### src/rtl/core/assert_macros.svh
// assertion macros for the rtl files, included by double_ended_queue.sv
`ifndef ASSERT_MACROS_SVH
`define ASSERT_MACROS_SVH

// property checked on every clock edge outside reset
`define ASSERT_CLK(label, prop, msg) \
    label: assert property (@(posedge i_clk) disable iff (!i_rst_n) (prop)) else $error(msg);

// implication checked on every clock edge outside reset
`define ASSERT_IMPL(label, ante, cons, msg) \
    label: assert property (@(posedge i_clk) disable iff (!i_rst_n) (ante) |-> (cons)) \
        else $error(msg);

// implication with the consequent checked in the next cycle, outside reset
`define ASSERT_NEXT(label, ante, cons, msg) \
    label: assert property (@(posedge i_clk) disable iff (!i_rst_n) (ante) |=> (cons)) \
        else $error(msg);

`endif

### src/rtl/core/deq_pkg.sv
// shared constants and types of the double-ended queue
package deq_pkg;

    localparam int DEPTH_DEF = 1024;
    localparam int WORD_W    = 32;
    localparam int KIND_W    = 3;

    localparam logic [KIND_W-1:0] KIND_QUERY      = 3'd0;
    localparam logic [KIND_W-1:0] KIND_PUSH_FRONT = 3'd1;
    localparam logic [KIND_W-1:0] KIND_PUSH_BACK  = 3'd2;
    localparam logic [KIND_W-1:0] KIND_POP_FRONT  = 3'd3;
    localparam logic [KIND_W-1:0] KIND_POP_BACK   = 3'd4;

    typedef struct packed {
        logic push_ok;
        logic pop_ok;
        logic at_front;
        logic push_ref;
        logic pop_fail;
        logic need_read;
        logic to_one;
        logic goes_empty;
    } t_step;

endpackage

### src/rtl/core/deq_step.sv
// decodes one transaction against the ring pointers: next pointers, count and ram addresses
module deq_step #(
    parameter int DEPTH = deq_pkg::DEPTH_DEF
) (
    input  logic [deq_pkg::KIND_W-1:0]   i_kind,
    input  logic [$clog2(DEPTH)-1:0]     i_head,
    input  logic [$clog2(DEPTH)-1:0]     i_tail,
    input  logic [$clog2(DEPTH+1)-1:0]   i_count,
    output deq_pkg::t_step               o_ctl,
    output logic [$clog2(DEPTH)-1:0]     o_head_nx,
    output logic [$clog2(DEPTH)-1:0]     o_tail_nx,
    output logic [$clog2(DEPTH+1)-1:0]   o_count_nx,
    output logic [$clog2(DEPTH)-1:0]     o_wr_addr,
    output logic [$clog2(DEPTH)-1:0]     o_rd_addr
);
    import deq_pkg::*;

    localparam int AW = $clog2(DEPTH);
    localparam int CW = $clog2(DEPTH + 1);
    localparam logic [AW-1:0] LAST = AW'(DEPTH - 1);
    localparam logic [CW-1:0] FULL = CW'(DEPTH);

    logic          is_push_f, is_push_b, is_pop_f, is_pop_b;
    logic          full, empty;
    logic [AW-1:0] head_m1, head_p1, tail_p1, tail_m1, tail_m2;

    assign is_push_f = (i_kind == KIND_PUSH_FRONT);
    assign is_push_b = (i_kind == KIND_PUSH_BACK);
    assign is_pop_f  = (i_kind == KIND_POP_FRONT);
    assign is_pop_b  = (i_kind == KIND_POP_BACK);
    assign full      = (i_count == FULL);
    assign empty     = (i_count == '0);

    assign head_m1 = (i_head == '0)   ? LAST : i_head - 1'b1;
    assign head_p1 = (i_head == LAST) ? '0   : i_head + 1'b1;
    assign tail_p1 = (i_tail == LAST) ? '0   : i_tail + 1'b1;
    assign tail_m1 = (i_tail == '0)   ? LAST : i_tail - 1'b1;
    assign tail_m2 = (tail_m1 == '0)  ? LAST : tail_m1 - 1'b1;

    always_comb begin
        o_ctl            = '0;
        o_ctl.at_front   = is_push_f || is_pop_f;
        o_ctl.push_ok    = (is_push_f || is_push_b) && !full;
        o_ctl.push_ref   = (is_push_f || is_push_b) && full;
        o_ctl.pop_ok     = (is_pop_f || is_pop_b) && !empty;
        o_ctl.pop_fail   = (is_pop_f || is_pop_b) && empty;
        // new end word comes from the ram only when two or more words remain
        o_ctl.need_read  = o_ctl.pop_ok && (i_count > CW'(2));
        o_ctl.to_one     = o_ctl.pop_ok && (i_count == CW'(2));
        o_ctl.goes_empty = o_ctl.pop_ok && (i_count == CW'(1));
    end

    always_comb begin
        o_head_nx  = i_head;
        o_tail_nx  = i_tail;
        o_count_nx = i_count;
        if (o_ctl.push_ok) begin
            o_count_nx = i_count + 1'b1;
            if (is_push_f) begin
                o_head_nx = head_m1;
            end else begin
                o_tail_nx = tail_p1;
            end
        end else if (o_ctl.pop_ok) begin
            o_count_nx = i_count - 1'b1;
            if (is_pop_f) begin
                o_head_nx = head_p1;
            end else begin
                o_tail_nx = tail_m1;
            end
        end
    end

    assign o_wr_addr = is_push_f ? head_m1 : i_tail;
    assign o_rd_addr = is_pop_f  ? head_p1 : tail_m2;

endmodule

### config.mk
export PLATFORM = sky130hd
export DESIGN_NAME = deq_step
export DESIGN_NICKNAME = d
export VERILOG_FILES = /design/src/rtl/core/assert_macros.svh /design/src/rtl/core/deq_pkg.sv /design/src/rtl/core/deq_step.sv
export SDC_FILE = /design/constraint.sdc
export NUM_CORES = 1
export LEC_CHECK = 0
export BUFFER_PORTS_ARGS = -buffer_cell sky130_fd_sc_hd__buf_2
export CAP_MARGIN = 20
export CORE_ASPECT_RATIO = 2
export CORE_MARGIN = 1.5
export CORE_UTILIZATION = 50
export DETAILED_ROUTE_END_ITERATION = 16
export GPL_ROUTABILITY_DRIVEN = 0
export PLACE_DENSITY_LB_ADDON = 0.1
export SLEW_MARGIN = 20
export SYNTH_ARGS = -nofsm -noshare
export SYNTH_HDL_FRONTEND = slang
export SYNTH_SLANG_ARGS = --single-unit
### constraint.sdc
create_clock -name vclk -period 5.7
set_input_delay 1.14 -clock vclk [all_inputs]
set_output_delay 1.14 -clock vclk [all_outputs]
set_load 0.03 [all_outputs]
==> results.env <==
SYNTH_TOP_CELLS_BY_COUNT='sky130_fd_sc_hd__nor2_1, sky130_fd_sc_hd__xnor2_1, sky130_fd_sc_hd__nand2_1'
TIGHTEST_SLEW_NS=0.9837
SYNTH_AREA_LEADERS='sky130_fd_sc_hd__xnor2_1, sky130_fd_sc_hd__nor2_1, sky130_fd_sc_hd__ha_1'
NUM_IO_PINS=93
POWER_DENSITY_nW_PER_UM2=101.3
TOTAL_LEAKAGE_POWER_nW=1.127
TOTAL_WIRE_LENGTH_MM=8.550
SETUP_VIOLATION_TOTAL_IN_THE_FINAL_TIMING_REPORT=0
FINAL_NETS=478
GRT_START_MAX_NET_PINS=21
GRT_FIRST_PASS_WIRELENGTH_MM=13.48
PRECTSSETUPSLACK_NS=0.7074
POST_SYNTH.CELL_AREA_AVG_UM2=6.280
RSZ0062_AT_GRT='no'
POST_ROUTE_CELLS_DRIVE_ABOVE_1_SHARE_PCT=25.93
DRT_ITER0_MARKERS=182
CRITICAL_PATH_CLASS='primary input to output port'
MAX_CAP_VIOLATIONS=0
POST_CTS_BUFFERS=0
ROUTE.DETAILED.DRC=0
CRITICAL_PATH_PEAK_FANOUT=16
NUMPORTBUFFERS=93
TIMING.CRITICAL_PATH.SLOWEST_STAGE_CELL='sky130_fd_sc_hd__or4_4'
FINAL_CRITICAL_PATH_SETUP_SLACK_NS=0.6069
LAYOUTNONFILLERINSTCOUNT=486
START_UTIL_PCT=52.46
SYNTHMOSTINSTANTIATEDCELL='sky130_fd_sc_hd__nor2_1'
PATH_COMMON_CELL='sky130_fd_sc_hd__buf_2'
POSTCTSHOLDBUFS=0
FP.DIEH_UM=98.89
WORSTPATHCELLLIST='buf_2, inv_1, ha_1, or3b_1, o21ai_1, o2111ai_2, or4_4, and2_4, a31oi_1, buf_2'
SEQCELLAREA_UM2=0
RUN_STATUS='finished clean'
CP.REQUIRED_NS=4.56
POST-SYNTH-TOP-AREA-CELL='sky130_fd_sc_hd__xnor2_1'
END_KIND='output port'
SYNTH.YOSYS.WARNINGS=0
TIMING.SLEW.HEADROOM_PCT=33.86
NUMBER_OF_CORE_ROWS=34
ROUTE.VIAS.TOTAL=3174
CP_DATA_ARRIVAL_TIME_NS=3.95
SYNTH.DISTINCT_CELLS=59
NUMBER_OF_NETS_WITH_ANTENNA_VIOLATIONS_AFTER_ROUTING=0
IRDROPWORSTVDD_uV=90.14
PLACED_CELLS_INCL_TAPS=486
COUNT_OF_ENDPOINTS_FAILING_HOLD_IN_THE_FINAL_TIMING_REPORT=0
WORST_HOLD_PATH_TYPE='primary input to output port'
CRIT_PATH_LAUNCH_TYPE='primary input'
VIAS_PER_CELL=6.531
SYNTH_TOP_AREA_SHARE_PCT=11.43
N_SEQUENTIAL_CELL=0
GRT_REMAINING_OVERFLOW=0
SHARE_OF_SYNTHESIZED_AREA_OCCUPIED_BY_FLIP_FLOPS_AND_LATCHES_PCT=0
SYN-INSTANCE-COUNT=366
DR.PASS1.ITERS=5
LAYOUT.CLOCK_BUFFERS=0
DESIGN.CORE.AREA_UM2=4382
DETAILEDPLACEMENTHPWL_MM=6.745
FLOW.AREA_GROWTH_FROM_SYNTHESIS_PCT=17.47
TIMING.CRITICAL_PATH.SLOWEST_CELL_DELAY_NS=0.55
FP.DIEW_UM=50.94
NUM_ANTENNA_CELLS=0
ACHIEVABLE-FREQUENCY_MHz=196.3
AVERAGE_WIRE_LENGTH_PER_CELL_AFTER_DETAIL_ROUTING_UM=17.59
POST_CTS_RESIZE_COUNT=0
ANTENNA_FOUND_INITIAL=0
SYNTH.NET_COUNT=410
FIN_SETUP_TNS_NS=0
SYN_AREA_UM2=2298
POST-ROUTE-PERIOD-UTIL_PCT=89.35
FINALMAXSLEWVIOLATIONS=0
TRACK_USAGE_PCT=33.00
MIN_PERIOD_NS=5.093
FIRST_GLOBAL_VIAS=2945
DIE-AREA_UM2=5037
==> cells in the final DEF (no fill, tap or decap), drive strengths merged, types with 3 or more instances in the layout <==
master / count
a211oi: 4
a21oi: 25
a22oi: 12
a31oi: 11
and2: 3
and3: 8
buf: 95
ha: 10
inv: 13
nand2: 28
nand2b: 5
nand3: 15
nand3b: 3
nand4: 7
nor2: 39
nor2b: 4
nor3: 15
nor4: 9
o21a: 4
o21ai: 23
o22ai: 5
o31ai: 5
o32ai: 3
or2: 3
or3: 8
or3b: 3
or4: 3
xnor2: 30
xor2: 12
==> where the power goes <==
group	switching (mW)	total (mW)	internal, mW
logic	0.190	0.274	0.0837
registers	0	0	0
clock network	0	0	0
==> kinds of logic after synthesis <==
logic type	after synthesis	synth area share, %
adder cells (fa/ha/maj)	10	5.444
multiplexers	1	0.4355
buffers and inverters	43	8.655
AND/OR/NAND/NOR	162	38.00
XOR/XNOR	42	16.00
AO/OA/AOI/OAI	108	31.47
==> metal layers <==
| metal | vias up | part of all wire [%] | wire length (µm) | global-route usage [%] |
|---|---|---|---|---|
| met1 | 1430 | 35 | 2988 | 36.65 |
| met2 | 214 | 51 | 4369 | 59.54 |
| li1 | 1491 | - | - | - |
| met5 | - | 0 | 0 | 0 |
| met3 | 39 | 7.9 | 678 | 1.364 |
| met4 | 0 | 6.0 | 513 | 19.13 |
==> through the flow <==
| stage | util [%] | power (mW) | hold slack (ns) | cell area, µm² |
|---|---|---|---|---|
| 6_report | 61.62 | 0.2736 | 2.631 | 2700 |
| 5_1_grt | 61.62 | 0.2909 | 2.662 | 2700 |
| 4_1_cts | 61.62 | 0.2699 | 2.635 | 2700 |
| 3_5_place_dp | 61.62 | 0.2690 | 2.635 | 2700 |
| 3_3_place_gp | 61.62 | 0.2673 | 2.632 | 2700 |
| 2_1_floorplan | - | 0.1933 | 2.392 | 2298 |
==> critical path, delay by kind of cell <==
| family | cells | cell delay (ns) |
|---|---|---|
| compound gates | 3 | 0.61 |
| fa+ha+maj | 1 | 0.41 |
| buf+inv | 3 | 0.57 |
| simple gates | 3 | 1.22 |
==> layout make-up <==
class	instances	area (µm²)
well taps	54	67.56
repair buffers	95	480.5
inverters	14	52.55
fillers	496	1682
multi-input cells	323	2100
==> final timing paths <==
path | startpoint | endpoint | cells after the start
setup / recovery | i_tail[0] | o_rd_addr[5] | 10
hold / removal | i_count[7] | o_count_nx[7] | 3
No activity file was read; power rests on OpenSTA's default activity.
